--- src/ibs_pkg.sv ---
// types, constants and the microprogram of the i2c master bit sequencer
// no dependencies; used by the core, the line checker and the testbench
package ibs_pkg;

	// command opcodes
	localparam logic [2:0] OP_START = 3'd0;
	localparam logic [2:0] OP_STOP  = 3'd1;
	localparam logic [2:0] OP_WRITE = 3'd2;
	localparam logic [2:0] OP_READ  = 3'd3;
	localparam logic [2:0] OP_SACK  = 3'd4;
	localparam logic [2:0] OP_RACK  = 3'd5;

	// sda source of a micro step
	localparam logic [2:0] SDA_KEEP = 3'd0;
	localparam logic [2:0] SDA_ONE  = 3'd1;
	localparam logic [2:0] SDA_ZERO = 3'd2;
	localparam logic [2:0] SDA_TX   = 3'd3;
	localparam logic [2:0] SDA_ACK  = 3'd4;

	// scl action of a micro step
	localparam logic [1:0] SCL_KEEP = 2'd0;
	localparam logic [1:0] SCL_ONE  = 2'd1;
	localparam logic [1:0] SCL_ZERO = 2'd2;

	// read value source on the final step
	localparam logic [1:0] RV_NONE = 2'd0;
	localparam logic [1:0] RV_BYTE = 2'd1;
	localparam logic [1:0] RV_ACK  = 2'd2;

	localparam int unsigned PC_W = 5;
	localparam logic [2:0] BIT_LAST = 3'd7;
	localparam logic [15:0] HOLD_RESET = 16'd720;

	// microprogram entry points
	localparam logic [PC_W-1:0] PC_START = 5'd0;
	localparam logic [PC_W-1:0] PC_STOP  = 5'd4;
	localparam logic [PC_W-1:0] PC_WRITE = 5'd7;
	localparam logic [PC_W-1:0] PC_READ  = 5'd10;
	localparam logic [PC_W-1:0] PC_SACK  = 5'd13;
	localparam logic [PC_W-1:0] PC_RACK  = 5'd16;

	typedef struct packed {
		logic [2:0]      sda_sel;
		logic [1:0]      scl_sel;
		logic            fin;
		logic            loop;
		logic [1:0]      rv_sel;
		logic [PC_W-1:0] target;
	} ctrl_word_t;

	function automatic ctrl_word_t mk(input logic [2:0] sda_sel, input logic [1:0] scl_sel,
			input logic fin, input logic loop, input logic [1:0] rv_sel,
			input logic [PC_W-1:0] target);
		ctrl_word_t w;
		w.sda_sel = sda_sel;
		w.scl_sel = scl_sel;
		w.fin     = fin;
		w.loop    = loop;
		w.rv_sel  = rv_sel;
		w.target  = target;
		return w;
	endfunction

	// control store
	function automatic ctrl_word_t ucode(input logic [PC_W-1:0] pc);
		ctrl_word_t w;
		unique case (pc)
			// start
			5'd0:    w = mk(SDA_ONE,  SCL_KEEP, 1'b0, 1'b0, RV_NONE, PC_START);
			5'd1:    w = mk(SDA_KEEP, SCL_ONE,  1'b0, 1'b0, RV_NONE, PC_START);
			5'd2:    w = mk(SDA_ZERO, SCL_KEEP, 1'b0, 1'b0, RV_NONE, PC_START);
			5'd3:    w = mk(SDA_KEEP, SCL_ZERO, 1'b1, 1'b0, RV_NONE, PC_START);
			// stop
			5'd4:    w = mk(SDA_ZERO, SCL_KEEP, 1'b0, 1'b0, RV_NONE, PC_STOP);
			5'd5:    w = mk(SDA_KEEP, SCL_ONE,  1'b0, 1'b0, RV_NONE, PC_STOP);
			5'd6:    w = mk(SDA_ONE,  SCL_KEEP, 1'b1, 1'b0, RV_NONE, PC_STOP);
			// write byte, one bit per pass
			5'd7:    w = mk(SDA_TX,   SCL_KEEP, 1'b0, 1'b0, RV_NONE, PC_WRITE);
			5'd8:    w = mk(SDA_KEEP, SCL_ONE,  1'b0, 1'b0, RV_NONE, PC_WRITE);
			5'd9:    w = mk(SDA_KEEP, SCL_ZERO, 1'b0, 1'b1, RV_NONE, PC_WRITE);
			// read byte
			5'd10:   w = mk(SDA_ONE,  SCL_KEEP, 1'b0, 1'b0, RV_NONE, PC_READ);
			5'd11:   w = mk(SDA_KEEP, SCL_ONE,  1'b0, 1'b0, RV_NONE, PC_READ);
			5'd12:   w = mk(SDA_KEEP, SCL_ZERO, 1'b0, 1'b1, RV_BYTE, 5'd11);
			// send ack
			5'd13:   w = mk(SDA_ACK,  SCL_KEEP, 1'b0, 1'b0, RV_NONE, PC_SACK);
			5'd14:   w = mk(SDA_KEEP, SCL_ONE,  1'b0, 1'b0, RV_NONE, PC_SACK);
			5'd15:   w = mk(SDA_KEEP, SCL_ZERO, 1'b1, 1'b0, RV_NONE, PC_SACK);
			// read ack
			5'd16:   w = mk(SDA_ONE,  SCL_KEEP, 1'b0, 1'b0, RV_NONE, PC_RACK);
			5'd17:   w = mk(SDA_KEEP, SCL_ONE,  1'b0, 1'b0, RV_NONE, PC_RACK);
			5'd18:   w = mk(SDA_KEEP, SCL_ZERO, 1'b1, 1'b0, RV_ACK,  PC_RACK);
			default: w = mk(SDA_KEEP, SCL_KEEP, 1'b1, 1'b0, RV_NONE, PC_START);
		endcase
		return w;
	endfunction

endpackage

--- src/ibs_if.sv ---
// channel interfaces of the i2c master bit sequencer: command in, line step out
// depends on nothing but plain logic types
interface ibs_cmd_if;
	logic       valid;
	logic       ready;
	logic [2:0] opcode;
	logic [7:0] tx_byte;
	logic       ack_to_send;
	logic [7:0] bus_sda_bits;

	modport source (output valid, output opcode, output tx_byte, output ack_to_send,
		output bus_sda_bits, input ready);
	modport sink (input valid, input opcode, input tx_byte, input ack_to_send,
		input bus_sda_bits, output ready);
endinterface

interface ibs_res_if;
	logic       valid;
	logic       ready;
	logic       scl_level;
	logic       sda_level;
	logic [7:0] read_value;
	logic       last;

	modport source (output valid, output scl_level, output sda_level, output read_value,
		output last, input ready);
	modport sink (input valid, input scl_level, input sda_level, input read_value,
		input last, output ready);
endinterface

--- src/i2c_master_bit_sequencer_core.sv ---
// i2c master bit sequencer core: microcoded expansion of commands into scl/sda line steps
// depends on ibs_pkg (control store, codes) and ibs_if.sv (channel interfaces)
//
// usage
// - cmd channel: one item is one i2c master command (start, stop, write byte, read byte,
//   send ack, read ack); taken only while no command is in progress
// - res channel: one item per line step, carrying the scl/sda levels after the step,
//   the read value on the final step and a last flag
// - cfg_we/cfg_wdata: write of hold_cycles, the cycles each line state is held
//   (0 behaves as 1); write only while idle
// - the first step is offered on res once the command is registered and the output
//   register is free; a command of n steps (4, 3, 24, 17, 3 or 3) is not followed
//   by the next one until its last line state has been held, and a stalled receiver
//   delays it further; the hold counter between steps sets the pace
// - opcodes 6 and 7 are taken and dropped without any result
// - reset: both lines released high, sequencer idle, hold_cycles back to 720
// - a stalled receiver holds the sequencer back: the next step waits in the control
//   store until the output register frees, so no step is lost
module i2c_master_bit_sequencer_core (
	input  logic              clk,
	input  logic              arst_n,
	ibs_cmd_if.sink           cmd,
	ibs_res_if.source         res,
	input  logic              cfg_we,
	input  logic [15:0]       cfg_wdata
);

	// configuration
	logic [15:0] hold_cycles_q;

	// sequencer state
	logic                         busy_q;
	logic                         fin_q;     // final step sent, waiting out its hold
	logic [ibs_pkg::PC_W-1:0]     pc_q;      // micro step counter
	logic [2:0]                   bit_q;     // bit index inside a byte loop
	logic [15:0]                  wait_q;    // hold countdown
	logic [7:0]                   tx_q;      // transmit shift register, msb out first
	logic                         ack_q;
	logic [7:0]                   bus_q;     // sampled sda levels
	logic                         scl_q;
	logic                         sda_q;

	// output register
	logic       res_valid_q;
	logic       res_scl_q;
	logic       res_sda_q;
	logic [7:0] res_rv_q;
	logic       res_last_q;

	ibs_pkg::ctrl_word_t       cw;
	logic                      emit_go;
	logic                      loop_back;
	logic                      step_last;
	logic                      scl_nxt;
	logic                      sda_nxt;
	logic [7:0]                rv_nxt;
	logic [ibs_pkg::PC_W-1:0]  pc_nxt;
	logic [ibs_pkg::PC_W-1:0]  entry_pc;
	logic                      entry_ok;
	logic                      cmd_take;
	logic [15:0]               hold_load;

	// entry point of each command's micro routine
	always_comb begin
		entry_ok = 1'b1;
		unique case (cmd.opcode)
			ibs_pkg::OP_START: entry_pc = ibs_pkg::PC_START;
			ibs_pkg::OP_STOP:  entry_pc = ibs_pkg::PC_STOP;
			ibs_pkg::OP_WRITE: entry_pc = ibs_pkg::PC_WRITE;
			ibs_pkg::OP_READ:  entry_pc = ibs_pkg::PC_READ;
			ibs_pkg::OP_SACK:  entry_pc = ibs_pkg::PC_SACK;
			ibs_pkg::OP_RACK:  entry_pc = ibs_pkg::PC_RACK;
			default: begin
				entry_pc = ibs_pkg::PC_START;
				entry_ok = 1'b0;
			end
		endcase
	end

	assign cmd.ready = !busy_q;
	assign cmd_take  = cmd.valid && !busy_q;

	// current control word drives the datapath
	assign cw        = ibs_pkg::ucode(pc_q);
	assign loop_back = cw.loop && (bit_q != ibs_pkg::BIT_LAST);
	assign step_last = cw.fin || (cw.loop && (bit_q == ibs_pkg::BIT_LAST));
	assign pc_nxt    = loop_back ? cw.target : pc_q + 1'b1;
	assign emit_go   = busy_q && !fin_q && (wait_q == 16'd0) && (!res_valid_q || res.ready);
	// a hold of zero behaves like a hold of one
	assign hold_load = (hold_cycles_q == 16'd0) ? 16'd0 : hold_cycles_q - 16'd1;

	always_comb begin
		case (cw.sda_sel)
			ibs_pkg::SDA_ONE:  sda_nxt = 1'b1;
			ibs_pkg::SDA_ZERO: sda_nxt = 1'b0;
			ibs_pkg::SDA_TX:   sda_nxt = tx_q[7];
			ibs_pkg::SDA_ACK:  sda_nxt = ack_q;
			default:           sda_nxt = sda_q;
		endcase
		case (cw.scl_sel)
			ibs_pkg::SCL_ONE:  scl_nxt = 1'b1;
			ibs_pkg::SCL_ZERO: scl_nxt = 1'b0;
			default:           scl_nxt = scl_q;
		endcase
		// read value shows only on the final step
		rv_nxt = 8'd0;
		if (step_last) begin
			case (cw.rv_sel)
				ibs_pkg::RV_BYTE: rv_nxt = bus_q;
				ibs_pkg::RV_ACK:  rv_nxt = {7'd0, bus_q[7]};
				default:          rv_nxt = 8'd0;
			endcase
		end
	end

	// configuration register
	always_ff @(posedge clk or negedge arst_n) begin
		if (!arst_n) begin
			hold_cycles_q <= ibs_pkg::HOLD_RESET;
		end else if (cfg_we) begin
			hold_cycles_q <= cfg_wdata;
		end
	end

	// sequencer control
	always_ff @(posedge clk or negedge arst_n) begin
		if (!arst_n) begin
			busy_q <= 1'b0;
			fin_q  <= 1'b0;
			pc_q   <= ibs_pkg::PC_START;
			bit_q  <= 3'd0;
			wait_q <= 16'd0;
			scl_q  <= 1'b1;
			sda_q  <= 1'b1;
		end else begin
			if (cmd_take && entry_ok) begin
				busy_q <= 1'b1;
				fin_q  <= 1'b0;
				pc_q   <= entry_pc;
				bit_q  <= 3'd0;
				wait_q <= 16'd0;
			end else if (emit_go) begin
				scl_q  <= scl_nxt;
				sda_q  <= sda_nxt;
				pc_q   <= pc_nxt;
				fin_q  <= step_last;
				wait_q <= hold_load;
				if (loop_back) begin
					bit_q <= bit_q + 3'd1;
				end
			end else if (busy_q && wait_q != 16'd0) begin
				wait_q <= wait_q - 16'd1;
			end else if (busy_q && fin_q) begin
				// last line state has been held, free for the next command
				busy_q <= 1'b0;
				fin_q  <= 1'b0;
			end
		end
	end

	// command payload, captured on acceptance
	always_ff @(posedge clk) begin
		if (cmd_take) begin
			tx_q  <= cmd.tx_byte;
			ack_q <= cmd.ack_to_send;
			bus_q <= cmd.bus_sda_bits;
		end else if (emit_go && loop_back) begin
			tx_q <= {tx_q[6:0], 1'b0};
		end
	end

	// output register
	always_ff @(posedge clk or negedge arst_n) begin
		if (!arst_n) begin
			res_valid_q <= 1'b0;
		end else if (emit_go) begin
			res_valid_q <= 1'b1;
		end else if (res.ready) begin
			res_valid_q <= 1'b0;
		end
	end

	always_ff @(posedge clk) begin
		if (emit_go) begin
			res_scl_q  <= scl_nxt;
			res_sda_q  <= sda_nxt;
			res_rv_q   <= rv_nxt;
			res_last_q <= step_last;
		end
	end

	assign res.valid      = res_valid_q;
	assign res.scl_level  = res_scl_q;
	assign res.sda_level  = res_sda_q;
	assign res.read_value = res_rv_q;
	assign res.last       = res_last_q;

endmodule

--- src/flat_wrapper.sv ---
// flat-port wrapper written by rule: the top's interface ports become plain ports
module i2c_master_bit_sequencer_core_flat 
  (clk, arst_n, cfg_we, cfg_wdata, cmd_valid, cmd_opcode, cmd_tx_byte, cmd_ack_to_send, cmd_bus_sda_bits, cmd_ready, res_valid, res_scl_level, res_sda_level, res_read_value, res_last, res_ready);
  ibs_cmd_if cmd_i ();
  ibs_res_if res_i ();
  input  logic clk;
  input  logic arst_n;
  input  logic cfg_we;
  input  logic [15:0] cfg_wdata;
  input wire logic [$bits(cmd_i.valid)-1:0] cmd_valid;
  input wire logic [$bits(cmd_i.opcode)-1:0] cmd_opcode;
  input wire logic [$bits(cmd_i.tx_byte)-1:0] cmd_tx_byte;
  input wire logic [$bits(cmd_i.ack_to_send)-1:0] cmd_ack_to_send;
  input wire logic [$bits(cmd_i.bus_sda_bits)-1:0] cmd_bus_sda_bits;
  output wire logic [$bits(cmd_i.ready)-1:0] cmd_ready;
  output wire logic [$bits(res_i.valid)-1:0] res_valid;
  output wire logic [$bits(res_i.scl_level)-1:0] res_scl_level;
  output wire logic [$bits(res_i.sda_level)-1:0] res_sda_level;
  output wire logic [$bits(res_i.read_value)-1:0] res_read_value;
  output wire logic [$bits(res_i.last)-1:0] res_last;
  input wire logic [$bits(res_i.ready)-1:0] res_ready;
  assign cmd_i.valid = cmd_valid;
  assign cmd_i.opcode = cmd_opcode;
  assign cmd_i.tx_byte = cmd_tx_byte;
  assign cmd_i.ack_to_send = cmd_ack_to_send;
  assign cmd_i.bus_sda_bits = cmd_bus_sda_bits;
  assign cmd_ready = cmd_i.ready;
  assign res_valid = res_i.valid;
  assign res_scl_level = res_i.scl_level;
  assign res_sda_level = res_i.sda_level;
  assign res_read_value = res_i.read_value;
  assign res_last = res_i.last;
  assign res_i.ready = res_ready;
  i2c_master_bit_sequencer_core u_core (.clk(clk), .arst_n(arst_n), .cmd(cmd_i), .res(res_i), .cfg_we(cfg_we), .cfg_wdata(cfg_wdata));
endmodule
--- config.mk ---
export PLATFORM = sky130hd
export DESIGN_NAME = i2c_master_bit_sequencer_core_flat
export DESIGN_NICKNAME = d
export VERILOG_FILES = /design/src/ibs_pkg.sv /design/src/ibs_if.sv /design/src/i2c_master_bit_sequencer_core.sv /design/src/flat_wrapper.sv
export SDC_FILE = /design/constraint.sdc
export NUM_CORES = 1
export LEC_CHECK = 0
export BUFFER_PORTS_ARGS = -buffer_cell sky130_fd_sc_hd__buf_2
export CELL_PAD_IN_SITES_DETAIL_PLACEMENT = 1
export CELL_PAD_IN_SITES_GLOBAL_PLACEMENT = 1
export CORE_UTILIZATION = 45
export DETAILED_ROUTE_END_ITERATION = 12
export HOLD_SLACK_MARGIN = 0.08
export MAX_ROUTING_LAYER = met4
export PLACE_DENSITY = 0.85
export SETUP_SLACK_MARGIN = 0.4
export SLEW_MARGIN = 20
export SYNTH_ARGS = -nofsm -noshare
export SYNTH_HDL_FRONTEND = slang
export SYNTH_SLANG_ARGS = --single-unit
export TNS_END_PERCENT = 50
--- constraint.sdc ---
create_clock -name clk -period 3.5 [get_ports clk]
set_input_delay 0.175 -clock clk [delete_from_list [all_inputs] [get_ports clk]]
set_output_delay 0.175 -clock clk [all_outputs]
set_load 0.02 [all_outputs]
==> results.tsv <==
stage	metric	value	unit
synthesis	yosysSeqAreaShare	48.3	%
cts	clk-insertion-delay-late	0.37	ns
synthesis	synth.area.top_cells	dfrtp_1, edfxtp_1, mux2_2, ha_1, dfstp_2	
power_and_ir_drop	p_seq_share	45.1	%
sta	slew_headroom	49.9	%
power_and_ir_drop	intPower	1.76	mW
sta	rsz0062_at_grt	no	
sta	fin_crit_sh	79.7	%
placement	dp_hpwl	7830	um
sta	maxSlewViolCount	0	
worst_setup_path	cpMaxStageDelayCell	nor4_1	
cts	cts_max_level	3	
global_route	grt_pass1_wl	20000	um
synthesis	ys_ff_latch	73	
synthesis	syn_nets	446	
global_route	track_usage	28.3	%
synthesis	yosysTopAreaCell	dfrtp_1	
worst_hold_path	min_path_type	primary input to flip-flop	
worst_setup_path	crit_required	3.56	ns
route	wl_per_cell	21.2	um
route	num_vias	3448	
worst_setup_path	cp_cell_sequence	nor4_1 -> nand2b_1 -> nor3_4 -> and2_0 -> or2_2	
worst_setup_path	worstPathMaxFanout	9	
global_route	grt_pass1_vias	3771	
synthesis	synth_edf_count	28	
finish	diodes	0	
power_and_ir_drop	clockPowerShare	27.6	%
finish	fin_nets	526	
global_route	grt-ovfl-total	0	
worst_hold_path	hold_depth	2	
finish	drive_gt1_share	24.8	%
placement	placed_cells	542	
die	die_area	9470	sq um
finish	final_cells	584	
job	max-cap-violations	0	
cts	cts.clk_slew.worst_paths	0.08	ns
sta	setup_viol_count_final	0	
placement	io_buffers	53	
route	drtAntennaViolNets	0	
cts	cts_setup_buffers	0	
cts	cts.path.max_buffers	2	
sta	clock.fmax	358	MHz
route	vias_per_cell	5.90	
finish	fillers	970	
worst_hold_path	worstHoldStart	cmd_tx_byte[0]	
worst_setup_path	timing_worst_setup_path_type	flip-flop to flip-flop	
power_and_ir_drop	p_total	2.70	mW
worst_setup_path	cp_data_arrival_time	2.85	ns
global_route	grt_antenna_before_repair	0	
worst_setup_path	critPathLaunchType	flip-flop	
die	fp.coreArea	8760	sq um
power_and_ir_drop	p_leak	1.95	nW
route	totalWireLength	12400	um
sta	min_period	2.79	ns
power_and_ir_drop	power_density	548	nW/um^2
worst_setup_path	endpoint_kind	flip-flop	
cts	cts_made_buffers	9	
route	drtPass1Iterations	4	
die	die_w	97.3	um
worst_setup_path	reg2regPathDepth	5	
finish	areaGrowthSynthToFinish	20.7	%
synthesis	synth-main-ff-cell	dfrtp_1	
power_and_ir_drop	switching_share	34.8	%
worst_setup_path	regToRegEndpoint	u_core.tx_q[7]	
synthesis	syn_area_per_cell	10.5	sq um
global_route	grt_max_degree	46	
sta	tightest_slew	0.750	ns
worst_setup_path	timing.rr.start	u_core.wait_q[3]	
cts	cts_sinks	73	
synthesis	synthArstFlopShare	61.6	%
die	fp.dieH	97.3	um
route	drt_iter0_markers	211	
power_and_ir_drop	comb_power_share	27.3	%
worst_hold_path	hold_end	u_core.tx_q[0]	
synthesis	ys_warn_count	0	
power_and_ir_drop	p_switching	941	uW
synthesis	yosysTopAreaCellShare	23.9	%
placement	globalplace.congestion	0.884	
die	start_util	46.6	%
status	run_status	finished, final reports clean	
route	drc	0	
sta	hold_violations	0	
cts	cts_tree	done	
power_and_ir_drop	ir_drop	0.248	mV
worst_setup_path	reg2reg_slack	0.71	ns
synthesis	synthCells	391	
cts	root_buffer	clkbuf_8	
sta	tns	0	ns
die	io_pins	54	
sta	clock_skew	0.0232	ns
synthesis	yosysUniqueCellTypes	58	
die	row_count	34	
synthesis	netlist_area	4090	sq um
worst_setup_path	cpPeakStageDelay	0.55	ns
==> per-layer routing <==
metal  vias up  track usage (%)  share of wire [%]
met5         -                -                  0
met4         0             12.1                3.3
met3        31             4.53                3.4
met2        93             49.8                 53
met1      1727             32.0                 41
li1       1597                -                  -
==> power by group through the flow <==
stage	clock network, mW	registers [mW]	logic, mW
CTS	0.745	1.20	0.721
global route	0.782	1.24	0.814
floorplan	0	1.14	0.544
global placement	0	1.20	0.639
detailed placement	0	1.22	0.684
finish	0.746	1.22	0.739
==> cell usage in the layout, fill, tap and decap left out, types with 3 or more instances in the layout <==
cell           count
or4_1              3
dfstp_2            6
buf_2             52
o211ai_1           5
nand2_1           28
mux2i_1            4
a211oi_1           7
nor4_1             6
a21oi_1           21
a31oi_1            4
xnor2_1           12
and2_1             8
nor3_1            15
nor2_1            31
ha_1              14
xor2_1             5
dlygate4sd3_1     26
edfxtp_1          28
nand2b_1          11
buf_4              7
o22a_1             5
mux2_2            27
inv_1             13
dfrtp_1           39
o21a_1             3
nor2b_1            7
nand3_1           10
o22ai_1            5
clkbuf_8           9
o21ai_0           22
and3_1             3
o221ai_1           3
==> synthesized netlist by cell type, drive strengths merged, types with 8 or more instances <==
library cell and count:
nor2 31, xnor2 12, inv 13, nor3 17
nand2 28, a21oi 21, mux2 27, ha 14
edfxtp 28, and2 9, a211oi 8, o21ai 23
dfrtp 39, nand3 10, clkbuf 11, nand2b 12
==> flip-flops by register name (all words and copies together) (netlist names), 3 cells and up <==
name / count
u_core.hold_cycles_q: 16
u_core.bus_q: 8
u_core.bit_q: 3
u_core.pc_q: 5
u_core.tx_q: 8
u_core.res.read_value: 8
u_core.wait_q: 16
==> worst max-delay path, delay by kind of cell, from the launching register on <==
| family | cells | cell delay (ns) |
|---|---|---|
| flops | 1 | 0.41 |
| simple gates | 5 | 2.08 |
==> what timing repair did <==
| item | 4_1_cts | 5_1_grt |
|---|---|---|
| resized for setup | 0 | 0 |
| hold buffers | 26 | 0 |
| hold endpoints to repair | 64 | 0 |
==> final cells by class <==
class                           count  area [sq um]  area share (%)
Multi-Input combinational cell    289          1990            40.3
Sequential cell                    73          1970            40.0
Timing Repair Buffer               85           573            11.6
Tap cell                          108           135            2.74
Clock buffer                       11           131            2.66
Clock inverter                      5          81.3            1.65
Inverter                           13          48.8           0.990
==> kinds of logic after synthesis <==
| logic type | synth area share, % |
|---|---|
| buffers and inverters | 3.06 |
| flip-flops | 48.3 |
| XOR/XNOR | 3.64 |
| adder cells (fa/ha/maj) | 4.29 |
| AO/OA/AOI/OAI | 13.7 |
| multiplexers | 8.42 |
| AND/OR/NAND/NOR | 18.6 |
==> how the worst max path moves through the flow <==
stage | startpoint | end | slack, ns | cells after the start
after floorplan | u_core.wait_q[3] | u_core.pc_q[4] | 0.89 | 7
after global placement | u_core.wait_q[3] | u_core.tx_q[3] | 0.94 | 5
after detailed placement | u_core.wait_q[3] | u_core.tx_q[4] | 0.78 | 5
after CTS | u_core.wait_q[3] | u_core.tx_q[7] | 0.76 | 5
after global routing | u_core.wait_q[3] | u_core.tx_q[7] | 0.51 | 5
final | u_core.wait_q[3] | u_core.tx_q[7] | 0.71 | 5
==> stage by stage <==
step	util, %	worst slack [ns]	hold WS [ns]	cell area, sq um
final	56.3	0.710	0.104	4930
after floorplan	-	0.892	-0.121	4090
after global routing	56.3	0.505	0.111	4930
after detailed placement	50.8	0.783	0.353	4460
after CTS	56.2	0.756	0.100	4930
after global placement	50.8	0.939	0.353	4460
Note: power is estimated with default switching activity, not from simulation.
